File: src/design/rfr_pkg.sv
// Package for the radio frame receiver.
// Types, codes, default sizes and the CRC-8 step for the receiver modules.
// No dependencies.
package rfr_pkg;

  localparam int RING_DEPTH_DEF    = 128;
  localparam int STAGING_DEPTH_DEF = 128;
  localparam int TIMEOUT_BYTES_DEF = 256;

  localparam logic [7:0] STUFF_LO       = 8'h00;
  localparam logic [7:0] STUFF_HI       = 8'hFF;
  localparam logic [7:0] FRAME_TYPE_RST = 8'h19;
  localparam logic [7:0] NODE_ADDR_RST  = 8'h00;
  localparam logic [7:0] LAST_ID_RST    = 8'hFF;
  localparam logic [7:0] CRC_POLY       = 8'h8C;
  localparam logic [7:0] CRC_INIT       = 8'h00;

  localparam logic REG_NODE_ADDR  = 1'b0;
  localparam logic REG_FRAME_TYPE = 1'b1;

  typedef enum logic [2:0] {
    EV_NONE     = 3'd0,
    EV_STORED   = 3'd1,
    EV_DUP_ID   = 3'd2,
    EV_CRC_ERR  = 3'd3,
    EV_NOT_ME   = 3'd4,
    EV_TIMEOUT  = 3'd5,
    EV_OVERSIZE = 3'd6
  } frame_event_t;

  typedef enum logic [2:0] {
    PH_TYPE   = 3'd0,
    PH_LEN    = 3'd1,
    PH_DEST   = 3'd2,
    PH_SRC    = 3'd3,
    PH_ID     = 3'd4,
    PH_DATA   = 3'd5,
    PH_CRC    = 3'd6,
    PH_IGNORE = 3'd7
  } phase_t;

  typedef enum logic [2:0] {
    ST_IDLE,
    ST_READ,
    ST_BYTE,
    ST_COPY,
    ST_RESULT
  } ctrl_state_t;

  typedef struct packed {
    logic in_ready;
    logic load;
    logic read_step;
    logic byte_step;
    logic copy_step;
    logic out_load;
  } rfr_cmd_t;

  typedef struct packed {
    logic is_read;
    logic store;
    logic copy_done;
    logic out_free;
  } rfr_status_t;

  function automatic logic [7:0] crc8_step(input logic [7:0] crc, input logic [7:0] data);
    logic [7:0] c;
    c = crc ^ data;
    for (int k = 0; k < 8; k++) begin
      c = c[0] ? ((c >> 1) ^ CRC_POLY) : (c >> 1);
    end
    return c;
  endfunction

endpackage

File: src/design/rfr_in_if.sv
// Input request channel of the radio frame receiver.
// Depends on nothing.
interface rfr_in_if;
  logic       valid;
  logic       ready;
  logic       func;
  logic [7:0] radio_byte;

  modport source (output valid, output func, output radio_byte, input ready);
  modport sink   (input valid, input func, input radio_byte, output ready);
endinterface

File: src/design/rfr_out_if.sv
// Result channel of the radio frame receiver.
// Depends on nothing.
interface rfr_out_if;
  logic       valid;
  logic       ready;
  logic [7:0] read_data;
  logic       read_valid;
  logic       data_available;
  logic [2:0] frame_event;
  logic       overflow_truncated;

  modport source (output valid, output read_data, output read_valid, output data_available,
                  output frame_event, output overflow_truncated, input ready);
  modport sink   (input valid, input read_data, input read_valid, input data_available,
                  input frame_event, input overflow_truncated, output ready);
endinterface

File: src/design/radio_frame_receiver.sv
// Radio frame receiver top level: one request at a time; the request is captured, handled
// in the byte state and its result loaded in the result state, which waits while a previous
// result still waits for out_ch.ready, before the next request can be taken. A stored frame's
// CRC byte adds a copy of staging memory into the ring, cut short when the ring fills.
// Synchronous active-high reset clears parser, ring pointers and handshake state;
// staging and ring memories are not cleared. Depends on rfr_pkg, rfr_in_if, rfr_out_if.
module radio_frame_receiver
  import rfr_pkg::*;
#(
  parameter int RING_DEPTH    = RING_DEPTH_DEF,
  parameter int STAGING_DEPTH = STAGING_DEPTH_DEF,
  parameter int TIMEOUT_BYTES = TIMEOUT_BYTES_DEF
) (
  input  logic        clk,
  input  logic        rst,
  rfr_in_if.sink      in_ch,
  rfr_out_if.source   out_ch,
  input  logic        psel,
  input  logic        penable,
  input  logic        pwrite,
  input  logic [2:0]  paddr,
  input  logic [31:0] pwdata,
  output logic [31:0] prdata,
  output logic        pready
);

  logic [7:0]  node_addr;
  logic [7:0]  frame_type;
  logic        cfg_we;
  rfr_cmd_t    cmd;
  rfr_status_t status;

  assign pready = 1'b1;
  assign cfg_we = psel && penable && pwrite;

  always_ff @(posedge clk) begin
    if (rst) begin
      node_addr  <= NODE_ADDR_RST;
      frame_type <= FRAME_TYPE_RST;
    end else if (cfg_we) begin
      unique case (paddr[2])
        REG_NODE_ADDR:  node_addr  <= pwdata[7:0];
        REG_FRAME_TYPE: frame_type <= pwdata[7:0];
        default: begin
        end
      endcase
    end
  end

  always_comb begin
    unique case (paddr[2])
      REG_NODE_ADDR:  prdata = {24'd0, node_addr};
      REG_FRAME_TYPE: prdata = {24'd0, frame_type};
      default:        prdata = '0;
    endcase
  end

  assign in_ch.ready = cmd.in_ready;

  rfr_ctrl u_ctrl (
    .clk      (clk),
    .rst      (rst),
    .in_valid (in_ch.valid),
    .status   (status),
    .cmd      (cmd)
  );

  rfr_dp #(
    .RING_DEPTH    (RING_DEPTH),
    .STAGING_DEPTH (STAGING_DEPTH),
    .TIMEOUT_BYTES (TIMEOUT_BYTES)
  ) u_dp (
    .clk                    (clk),
    .rst                    (rst),
    .node_addr              (node_addr),
    .frame_type             (frame_type),
    .in_func                (in_ch.func),
    .in_radio_byte          (in_ch.radio_byte),
    .out_ready              (out_ch.ready),
    .cmd                    (cmd),
    .status                 (status),
    .out_valid              (out_ch.valid),
    .out_read_data          (out_ch.read_data),
    .out_read_valid         (out_ch.read_valid),
    .out_data_available     (out_ch.data_available),
    .out_frame_event        (out_ch.frame_event),
    .out_overflow_truncated (out_ch.overflow_truncated)
  );

endmodule

File: src/design/rfr_ctrl.sv
// Controller of the radio frame receiver: sequences accept, parse or ring read, copy and result.
// Depends on rfr_pkg.
module rfr_ctrl
  import rfr_pkg::*;
(
  input  logic        clk,
  input  logic        rst,
  input  logic        in_valid,
  input  rfr_status_t status,
  output rfr_cmd_t    cmd
);

  ctrl_state_t state, state_next;

  always_ff @(posedge clk) begin
    if (rst) begin
      state <= ST_IDLE;
    end else begin
      state <= state_next;
    end
  end

  always_comb begin
    state_next = state;
    cmd        = '0;
    unique case (state)
      ST_IDLE: begin
        cmd.in_ready = 1'b1;
        if (in_valid) begin
          cmd.load   = 1'b1;
          state_next = ST_BYTE;
        end
      end
      ST_BYTE: begin
        if (status.is_read) begin
          cmd.read_step = 1'b1;
          state_next    = ST_RESULT;
        end else begin
          cmd.byte_step = 1'b1;
          state_next    = status.store ? ST_COPY : ST_RESULT;
        end
      end
      ST_READ: begin
        cmd.read_step = 1'b1;
        state_next    = ST_RESULT;
      end
      ST_COPY: begin
        cmd.copy_step = 1'b1;
        if (status.copy_done) begin
          state_next = ST_RESULT;
        end
      end
      ST_RESULT: begin
        if (status.out_free) begin
          cmd.out_load = 1'b1;
          state_next   = ST_IDLE;
        end
      end
      default: begin
        state_next = ST_IDLE;
      end
    endcase
  end

endmodule

File: src/design/rfr_dp.sv
// Datapath of the radio frame receiver: destuffing, header parse, CRC-8,
// staging memory, receive ring and result register. Depends on rfr_pkg.
module rfr_dp
  import rfr_pkg::*;
#(
  parameter int RING_DEPTH    = RING_DEPTH_DEF,
  parameter int STAGING_DEPTH = STAGING_DEPTH_DEF,
  parameter int TIMEOUT_BYTES = TIMEOUT_BYTES_DEF
) (
  input  logic        clk,
  input  logic        rst,
  input  logic [7:0]  node_addr,
  input  logic [7:0]  frame_type,
  input  logic        in_func,
  input  logic [7:0]  in_radio_byte,
  input  logic        out_ready,
  input  rfr_cmd_t    cmd,
  output rfr_status_t status,
  output logic        out_valid,
  output logic [7:0]  out_read_data,
  output logic        out_read_valid,
  output logic        out_data_available,
  output logic [2:0]  out_frame_event,
  output logic        out_overflow_truncated
);

  localparam int RW = $clog2(RING_DEPTH);
  localparam int SW = $clog2(STAGING_DEPTH);
  localparam int CW = $clog2(TIMEOUT_BYTES + 1);

  // captured request
  logic       item_func;
  logic [7:0] item_byte;

  // parser state
  phase_t        phase, phase_next;
  logic [7:0]    payload_length, payload_length_next;
  logic [7:0]    dest_address, dest_address_next;
  logic [7:0]    packet_id, packet_id_next;
  logic [7:0]    running_crc, running_crc_next;
  logic [7:0]    payload_count, payload_count_next;
  logic [7:0]    last_id, last_id_next;
  logic          skip_stuff, skip_stuff_next;
  logic [CW-1:0] bytes_since, bytes_since_next;
  frame_event_t  ev_next;
  logic          store_frame;
  logic          stg_we;

  logic [7:0]    crc_in, crc_out;
  logic [CW-1:0] cnt_base;
  logic [CW:0]   cnt_inc;
  logic [7:0]    count_inc;

  // memories
  logic [7:0] staging_mem [STAGING_DEPTH];
  logic [7:0] ring_mem [RING_DEPTH];
  logic [7:0] stg_q;
  logic [7:0] ring_q;

  // ring and copy control
  logic [RW-1:0] ring_head, ring_tail;
  logic [RW-1:0] head_inc, tail_inc;
  logic [7:0]    copy_idx;
  logic          stg_vld;
  logic          rd_more;
  logic          ring_full;
  logic          ring_we;

  // result
  frame_event_t ev_q;
  logic         trunc_q;
  logic         rvalid_q;

  assign head_inc = (ring_head == RW'(RING_DEPTH - 1)) ? '0 : ring_head + 1'b1;
  assign tail_inc = (ring_tail == RW'(RING_DEPTH - 1)) ? '0 : ring_tail + 1'b1;

  assign crc_in    = (phase == PH_TYPE) ? CRC_INIT : running_crc;
  assign crc_out   = crc8_step(crc_in, item_byte);
  assign count_inc = payload_count + 8'd1;
  assign cnt_base  = (phase == PH_CRC) ? '0 : bytes_since;
  assign cnt_inc   = {1'b0, cnt_base} + (CW + 1)'(1);

  always_comb begin
    phase_next          = phase;
    payload_length_next = payload_length;
    dest_address_next   = dest_address;
    packet_id_next      = packet_id;
    running_crc_next    = running_crc;
    payload_count_next  = payload_count;
    last_id_next        = last_id;
    skip_stuff_next     = skip_stuff;
    bytes_since_next    = bytes_since;
    ev_next             = EV_NONE;
    store_frame         = 1'b0;
    stg_we              = 1'b0;
    if (skip_stuff) begin
      skip_stuff_next = 1'b0;
    end else begin
      skip_stuff_next = (item_byte == STUFF_LO) || (item_byte == STUFF_HI);
      unique case (phase)
        PH_TYPE: begin
          if (item_byte == frame_type) begin
            running_crc_next = crc_out;
            phase_next       = PH_LEN;
          end else begin
            phase_next = PH_IGNORE;
          end
        end
        PH_LEN: begin
          payload_length_next = item_byte;
          running_crc_next    = crc_out;
          if (item_byte > 8'(STAGING_DEPTH)) begin
            ev_next    = EV_OVERSIZE;
            phase_next = PH_IGNORE;
          end else begin
            phase_next = PH_DEST;
          end
        end
        PH_DEST: begin
          dest_address_next = item_byte;
          running_crc_next  = crc_out;
          phase_next        = PH_SRC;
        end
        PH_SRC: begin
          running_crc_next = crc_out;
          phase_next       = PH_ID;
        end
        PH_ID: begin
          packet_id_next     = item_byte;
          running_crc_next   = crc_out;
          payload_count_next = '0;
          phase_next         = (payload_length == 8'd0) ? PH_CRC : PH_DATA;
        end
        PH_DATA: begin
          stg_we             = 1'b1;
          running_crc_next   = crc_out;
          payload_count_next = count_inc;
          if (count_inc >= payload_length) begin
            phase_next = PH_CRC;
          end
        end
        PH_CRC: begin
          phase_next = PH_TYPE;
          if (item_byte != running_crc) begin
            ev_next = EV_CRC_ERR;
          end else if (dest_address != node_addr) begin
            ev_next = EV_NOT_ME;
          end else if (packet_id == last_id) begin
            ev_next = EV_DUP_ID;
          end else begin
            ev_next      = EV_STORED;
            last_id_next = packet_id;
            store_frame  = 1'b1;
          end
        end
        PH_IGNORE: begin
        end
      endcase
      if (cnt_inc > (CW + 1)'(TIMEOUT_BYTES)) begin
        phase_next       = PH_TYPE;
        bytes_since_next = '0;
        if (ev_next == EV_NONE) begin
          ev_next = EV_TIMEOUT;
        end
      end else begin
        bytes_since_next = cnt_inc[CW-1:0];
      end
    end
  end

  assign rd_more   = (copy_idx < payload_length);
  assign ring_full = (head_inc == ring_tail);
  assign ring_we   = cmd.copy_step && stg_vld && !ring_full;

  always_comb begin
    status.is_read   = item_func;
    status.store     = store_frame && (payload_length != 8'd0);
    status.copy_done = (stg_vld && ring_full) || (!rd_more && !stg_vld);
    status.out_free  = !out_valid || out_ready;
  end

  always_ff @(posedge clk) begin
    if (cmd.load) begin
      item_func <= in_func;
      item_byte <= in_radio_byte;
    end
  end

  always_ff @(posedge clk) begin
    if (rst) begin
      phase          <= PH_TYPE;
      payload_length <= '0;
      dest_address   <= '0;
      packet_id      <= '0;
      running_crc    <= '0;
      payload_count  <= '0;
      last_id        <= LAST_ID_RST;
      skip_stuff     <= 1'b0;
      bytes_since    <= '0;
    end else if (cmd.byte_step) begin
      phase          <= phase_next;
      payload_length <= payload_length_next;
      dest_address   <= dest_address_next;
      packet_id      <= packet_id_next;
      running_crc    <= running_crc_next;
      payload_count  <= payload_count_next;
      last_id        <= last_id_next;
      skip_stuff     <= skip_stuff_next;
      bytes_since    <= bytes_since_next;
    end
  end

  always_ff @(posedge clk) begin
    if (cmd.byte_step && stg_we) begin
      staging_mem[payload_count[SW-1:0]] <= item_byte;
    end
    stg_q <= staging_mem[copy_idx[SW-1:0]];
  end

  always_ff @(posedge clk) begin
    if (ring_we) begin
      ring_mem[head_inc] <= stg_q;
    end
    if (cmd.read_step) begin
      ring_q <= ring_mem[tail_inc];
    end
  end

  always_ff @(posedge clk) begin
    if (rst) begin
      ring_head <= '0;
      ring_tail <= '0;
      copy_idx  <= '0;
      stg_vld   <= 1'b0;
      ev_q      <= EV_NONE;
      trunc_q   <= 1'b0;
      rvalid_q  <= 1'b0;
    end else begin
      if (cmd.byte_step) begin
        ev_q     <= ev_next;
        trunc_q  <= 1'b0;
        rvalid_q <= 1'b0;
        copy_idx <= '0;
        stg_vld  <= 1'b0;
      end
      if (cmd.read_step) begin
        ev_q     <= EV_NONE;
        trunc_q  <= 1'b0;
        rvalid_q <= (ring_head != ring_tail);
        if (ring_head != ring_tail) begin
          ring_tail <= tail_inc;
        end
      end
      if (cmd.copy_step) begin
        stg_vld  <= rd_more;
        copy_idx <= copy_idx + {7'd0, rd_more};
        if (ring_we) begin
          ring_head <= head_inc;
        end
        if (stg_vld && ring_full) begin
          trunc_q <= 1'b1;
        end
      end
    end
  end

  always_ff @(posedge clk) begin
    if (rst) begin
      out_valid <= 1'b0;
    end else if (cmd.out_load) begin
      out_valid <= 1'b1;
    end else if (out_ready) begin
      out_valid <= 1'b0;
    end
  end

  always_ff @(posedge clk) begin
    if (cmd.out_load) begin
      out_read_data          <= rvalid_q ? ring_q : 8'd0;
      out_read_valid         <= rvalid_q;
      out_data_available     <= (ring_head != ring_tail);
      out_frame_event        <= ev_q;
      out_overflow_truncated <= trunc_q;
    end
  end

  a_copy_keeps_gap: assert property (@(posedge clk) disable iff (rst)
    ring_we |=> (ring_head != ring_tail))
    else $error("ring became empty after a copy write");

  a_trunc_only_stored: assert property (@(posedge clk) disable iff (rst)
    (cmd.out_load && trunc_q) |-> (ev_q == EV_STORED))
    else $error("truncation flagged on a frame that was not stored");

  a_read_no_event: assert property (@(posedge clk) disable iff (rst)
    (cmd.out_load && rvalid_q) |=> (out_frame_event == EV_NONE && out_read_valid))
    else $error("read result carries a frame event");

  a_single_owner: assert property (@(posedge clk) disable iff (rst)
    $onehot0({cmd.byte_step, cmd.read_step, cmd.copy_step, cmd.out_load}))
    else $error("datapath given more than one command");

endmodule

File: src/flat_wrapper.sv
// flat-port wrapper written by rule: the top's interface ports become plain ports
module radio_frame_receiver_flat import rfr_pkg::*;
#(
  parameter int RING_DEPTH    = RING_DEPTH_DEF,
  parameter int STAGING_DEPTH = STAGING_DEPTH_DEF,
  parameter int TIMEOUT_BYTES = TIMEOUT_BYTES_DEF
)
  (clk, rst, psel, penable, pwrite, paddr, pwdata, prdata, pready, in_ch_valid, in_ch_func, in_ch_radio_byte, in_ch_ready, out_ch_valid, out_ch_read_data, out_ch_read_valid, out_ch_data_available, out_ch_frame_event, out_ch_overflow_truncated, out_ch_ready);
  rfr_in_if in_ch_i ();
  rfr_out_if out_ch_i ();
  input  logic clk;
  input  logic rst;
  input  logic psel;
  input  logic penable;
  input  logic pwrite;
  input  logic [2:0] paddr;
  input  logic [31:0] pwdata;
  output logic [31:0] prdata;
  output logic pready;
  input wire logic [$bits(in_ch_i.valid)-1:0] in_ch_valid;
  input wire logic [$bits(in_ch_i.func)-1:0] in_ch_func;
  input wire logic [$bits(in_ch_i.radio_byte)-1:0] in_ch_radio_byte;
  output wire logic [$bits(in_ch_i.ready)-1:0] in_ch_ready;
  output wire logic [$bits(out_ch_i.valid)-1:0] out_ch_valid;
  output wire logic [$bits(out_ch_i.read_data)-1:0] out_ch_read_data;
  output wire logic [$bits(out_ch_i.read_valid)-1:0] out_ch_read_valid;
  output wire logic [$bits(out_ch_i.data_available)-1:0] out_ch_data_available;
  output wire logic [$bits(out_ch_i.frame_event)-1:0] out_ch_frame_event;
  output wire logic [$bits(out_ch_i.overflow_truncated)-1:0] out_ch_overflow_truncated;
  input wire logic [$bits(out_ch_i.ready)-1:0] out_ch_ready;
  assign in_ch_i.valid = in_ch_valid;
  assign in_ch_i.func = in_ch_func;
  assign in_ch_i.radio_byte = in_ch_radio_byte;
  assign in_ch_ready = in_ch_i.ready;
  assign out_ch_valid = out_ch_i.valid;
  assign out_ch_read_data = out_ch_i.read_data;
  assign out_ch_read_valid = out_ch_i.read_valid;
  assign out_ch_data_available = out_ch_i.data_available;
  assign out_ch_frame_event = out_ch_i.frame_event;
  assign out_ch_overflow_truncated = out_ch_i.overflow_truncated;
  assign out_ch_i.ready = out_ch_ready;
  radio_frame_receiver #(.RING_DEPTH(RING_DEPTH), .STAGING_DEPTH(STAGING_DEPTH), .TIMEOUT_BYTES(TIMEOUT_BYTES)) u_core (.clk(clk), .rst(rst), .in_ch(in_ch_i), .out_ch(out_ch_i), .psel(psel), .penable(penable), .pwrite(pwrite), .paddr(paddr), .pwdata(pwdata), .prdata(prdata), .pready(pready));
endmodule
File: config.mk
export PLATFORM = sky130hd
export DESIGN_NAME = radio_frame_receiver_flat
export DESIGN_NICKNAME = d
export VERILOG_FILES = /design/src/design/rfr_pkg.sv /design/src/design/rfr_in_if.sv /design/src/design/rfr_out_if.sv /design/src/design/radio_frame_receiver.sv /design/src/design/rfr_ctrl.sv /design/src/design/rfr_dp.sv /design/src/flat_wrapper.sv
export SDC_FILE = /design/constraint.sdc
export NUM_CORES = 2
export LEC_CHECK = 0
export BUFFER_PORTS_ARGS = -buffer_cell sky130_fd_sc_hd__buf_2
export CAP_MARGIN = 20
export CORE_ASPECT_RATIO = 0.8
export CORE_MARGIN = 1.5
export CORE_UTILIZATION = 50
export DETAILED_ROUTE_END_ITERATION = 12
export PLACE_DENSITY = 0.68
export SETUP_SLACK_MARGIN = 0.2
export SLEW_MARGIN = 10
export SYNTH_ARGS = -nofsm -noshare
export SYNTH_HDL_FRONTEND = slang
export SYNTH_SLANG_ARGS = --single-unit
File: constraint.sdc
create_clock -name clk -period 5.64 [get_ports clk]
set_clock_uncertainty 0.1 [all_clocks]
set_input_delay 0 -clock clk [delete_from_list [all_inputs] [get_ports clk]]
set_output_delay 0 -clock clk [all_outputs]
set_load 0.05 [all_outputs]
==> reports/metrics.cfg <==
[logic_synthesis]
synth_seq_cells = 2196
yosysUniqueCellTypes = 68
synth_top_area_share_pct = 71.5
yosysMostFrequentCell = edfxtp_1
synth.avg_cell_area_sq_um = 18.9
synthArstFlopShare_pct = 0
syn_area_sq_um = 87300
synth-main-ff-cell = edfxtp_1
synth.area.top_cells = edfxtp_1, mux4_2, dfxtp_1
synth_warnings = 0
synth_seq_area_share_pct = 74.2
synth_cells = 4619
synth_edf_count = 2079
synth_common_cells = edfxtp_1, mux4_2, nor2_1
yosys.area.top_type = edfxtp_1

[grt]
grt_pass1_wl_um = 296000
grt_max_degree = 138
antenna_found_initial = 16
gr-total-overflow = 0
grt_usage_pct = 22.7
grt_pass1_vias = 44100

[setup_path]
cp_data_arrival_time_ns = 4.98
cpLargestDelayFamily = compound AO/OA/AOI/OAI gates
worst_ep_required_time_ns = 6.10
cp_num_buf_inv = 1
path_cells = ha_4 -> and3_4 -> a21oi_4 -> buf_4 -> mux4_2 -> a211oi_1 -> nor4_1 -> a211oi_1 -> a31oi_1
cpMaxStageDelayCell = a21oi_4
worstSetupPathType = reg2reg
critPathMaxStageDelay_ns = 0.65
end_kind = flip-flop
cpMostUsedCell = a211oi_1
crit_path_max_fanout = 17
worst_setup_path_start_kind = flip-flop

[sta]
fin_tns_setup_ns = 0
rsz0062_at_grt = no
max_freq_ghz = 0.221
relSlewSlack_pct = 23.9
drv_slew = 0
fin_crit_sh_pct = 80.1
worst_pin_slew_ns = 1.14
hold_viol = 0
setup_viol = 0
final.min_clock_period_ns = 4.52

[clock_network]
clk_pin_slew_ns = 0.06
post-cts-setup-buffers = 0
clk_path_buf_depth = 3
clock_latency_ns = 0.84
htreeDepth = 4
cts_buffers = 206
cts_resized = 0
clockRootBuffer = clkbuf_16
cts_tree = done
cts.sinks = 2196

[route]
drt-initial-drc-count = 5690
vias_per_cell = 6.19
route.detailed.drc = 0
via_count = 44700
wl_um = 201000
dr.pass1.iters = 6
wl_per_cell_um = 27.8
detail-route-antenna-nets = 0

[floorplan]
num_io_pins = 100
die_w_um = 470
coreArea_sq_um = 173000
start_util_pct = 50.6
dieArea_sq_um = 177000
die_h_um = 377
rows = 136

[min_path]
min_path_type = in2reg

[placed_design]
gp_congestion = 0.908
dp_hpwl_um = 121000
dp.cells = 6773
port-buffer-count = 48

[final_layout]
areaGrowthSynthToFinish_pct = 11.7
fin_cells = 7221
fin_util_pct = 56.5
final_layout_size_suffix_gt1_share_pct = 20.0
nFillCells = 12700
nets = 4837

[flow_run]
max_cap_violations = 0

[status]
status = complete, no violations

[power_and_ir_drop]
peakVddDrop_v = 0.000324
total_power_mw = 32.2
power.leakage_nw = 30.7
p_per_area_nw_per_um2 = 330

==> placed cells by master (no fill, tap or decap), drive strengths merged, types with 12 or more instances in the layout <==
master,netlist,routed
nor4,26,26
dfxtp,117,117
nand3,43,43
and2,22,22
nor2,373,373
or4,12,12
bufinv,0,26
a21oi,120,120
o22a,22,22
nand3b,17,17
a211oi,26,26
o211ai,12,12
conb,2,25
xnor2,64,64
buf,125,143
nand4,29,29
nand2,206,206
o22ai,48,48
mux4,473,473
a31oi,24,24
edfxtp,2079,2079
mux2i,233,233
o221ai,56,56
clkinv,0,98
nor3,27,27
clkbuf,164,248
nand2b,15,15
xor2,23,23
dlygate4sd3,0,60
o21ai,40,40
or3,17,17
mux2,31,31
ha,22,22
inv,30,41
a22oi,15,15
==> worst register-to-register path: cells and delay by family (launching register included) <==
family,cells,cell delay [ns]
simple gates,2,0.46
buf+inv,1,0.45
mux,1,0.54
fa+ha+maj,1,0.31
compound gates,4,1.90
flops,1,0.49
==> where the power goes <==
group          internal (mW)  switching (mW)
clock network           7.97            5.98
registers               17.8          0.0464
logic                  0.112           0.363
total                   25.9            6.39
==> cell type report <==
class	instances	area, sq um	area share, %
Sequential cell	2196	64800	66.4
Multi-Input combinational cell	2127	21200	21.7
Inverter	30	113	0.115
Clock buffer	248	5370	5.50
Antenna cell	2	5.00	0.00513
Timing Repair Buffer	203	1810	1.86
Clock inverter	138	1400	1.43
Tap cell	2277	2850	2.92
==> through the flow <==
step	hold WS [ns]	area, sq um	setup WS (ns)
final	0.0910	97600	1.12
after global routing	0.0875	97600	0.967
after CTS	0.0224	97600	1.29
after detailed placement	0.0781	90200	1.27
after global placement	0.0778	90200	1.27
after floorplan	-0.00113	87400	1.53
==> metal layers <==
layer	share of wire, %	wire [um]	GRT usage (%)
met5	0	0	0
met4	1.9	3760	5.08
met3	9.8	19800	5.03
met2	45	91200	33.8
met1	43	86300	34.4
==> cell families (layout without fill, tap and decap cells) <==
logic type,Yosys count,in the layout,share of synthesized area [%]
other,2,27,0.00860
adders and majority gates,22,22,0.315
muxes,737,737,15.3
DFF,2196,2196,74.2
and+or+nand+nor,828,828,4.28
xor gates and xnor gates,87,87,0.873
buffers and inverters,319,619,1.73
AOI/OAI and AO/OA,428,428,3.35
==> final timing paths <==
| check | depth (start not counted) | from | slack [ns] | to |
|---|---|---|---|---|
| setup reg to reg | 9 | u_core.u_dp.ring_tail[0] | 1.12 | u_core.u_dp.ring_q[4] |
| hold reg to reg | 0 | u_core.u_dp.ev_q[1] | 0.35 | u_core.u_dp.out_frame_event[1] |
| hold / removal | 5 | out_ch_ready | 0.09 | u_core.u_dp.out_valid |
| setup / recovery | 9 | u_core.u_dp.ring_tail[0] | 1.12 | u_core.u_dp.ring_q[4] |
==> what timing repair did <==
item                                   CTS  global route
endpoints found under the hold margin  108             0
hold buffers                            60             0
setup endpoints to repair                0             0
Note: power is estimated with default switching activity, not from simulation.
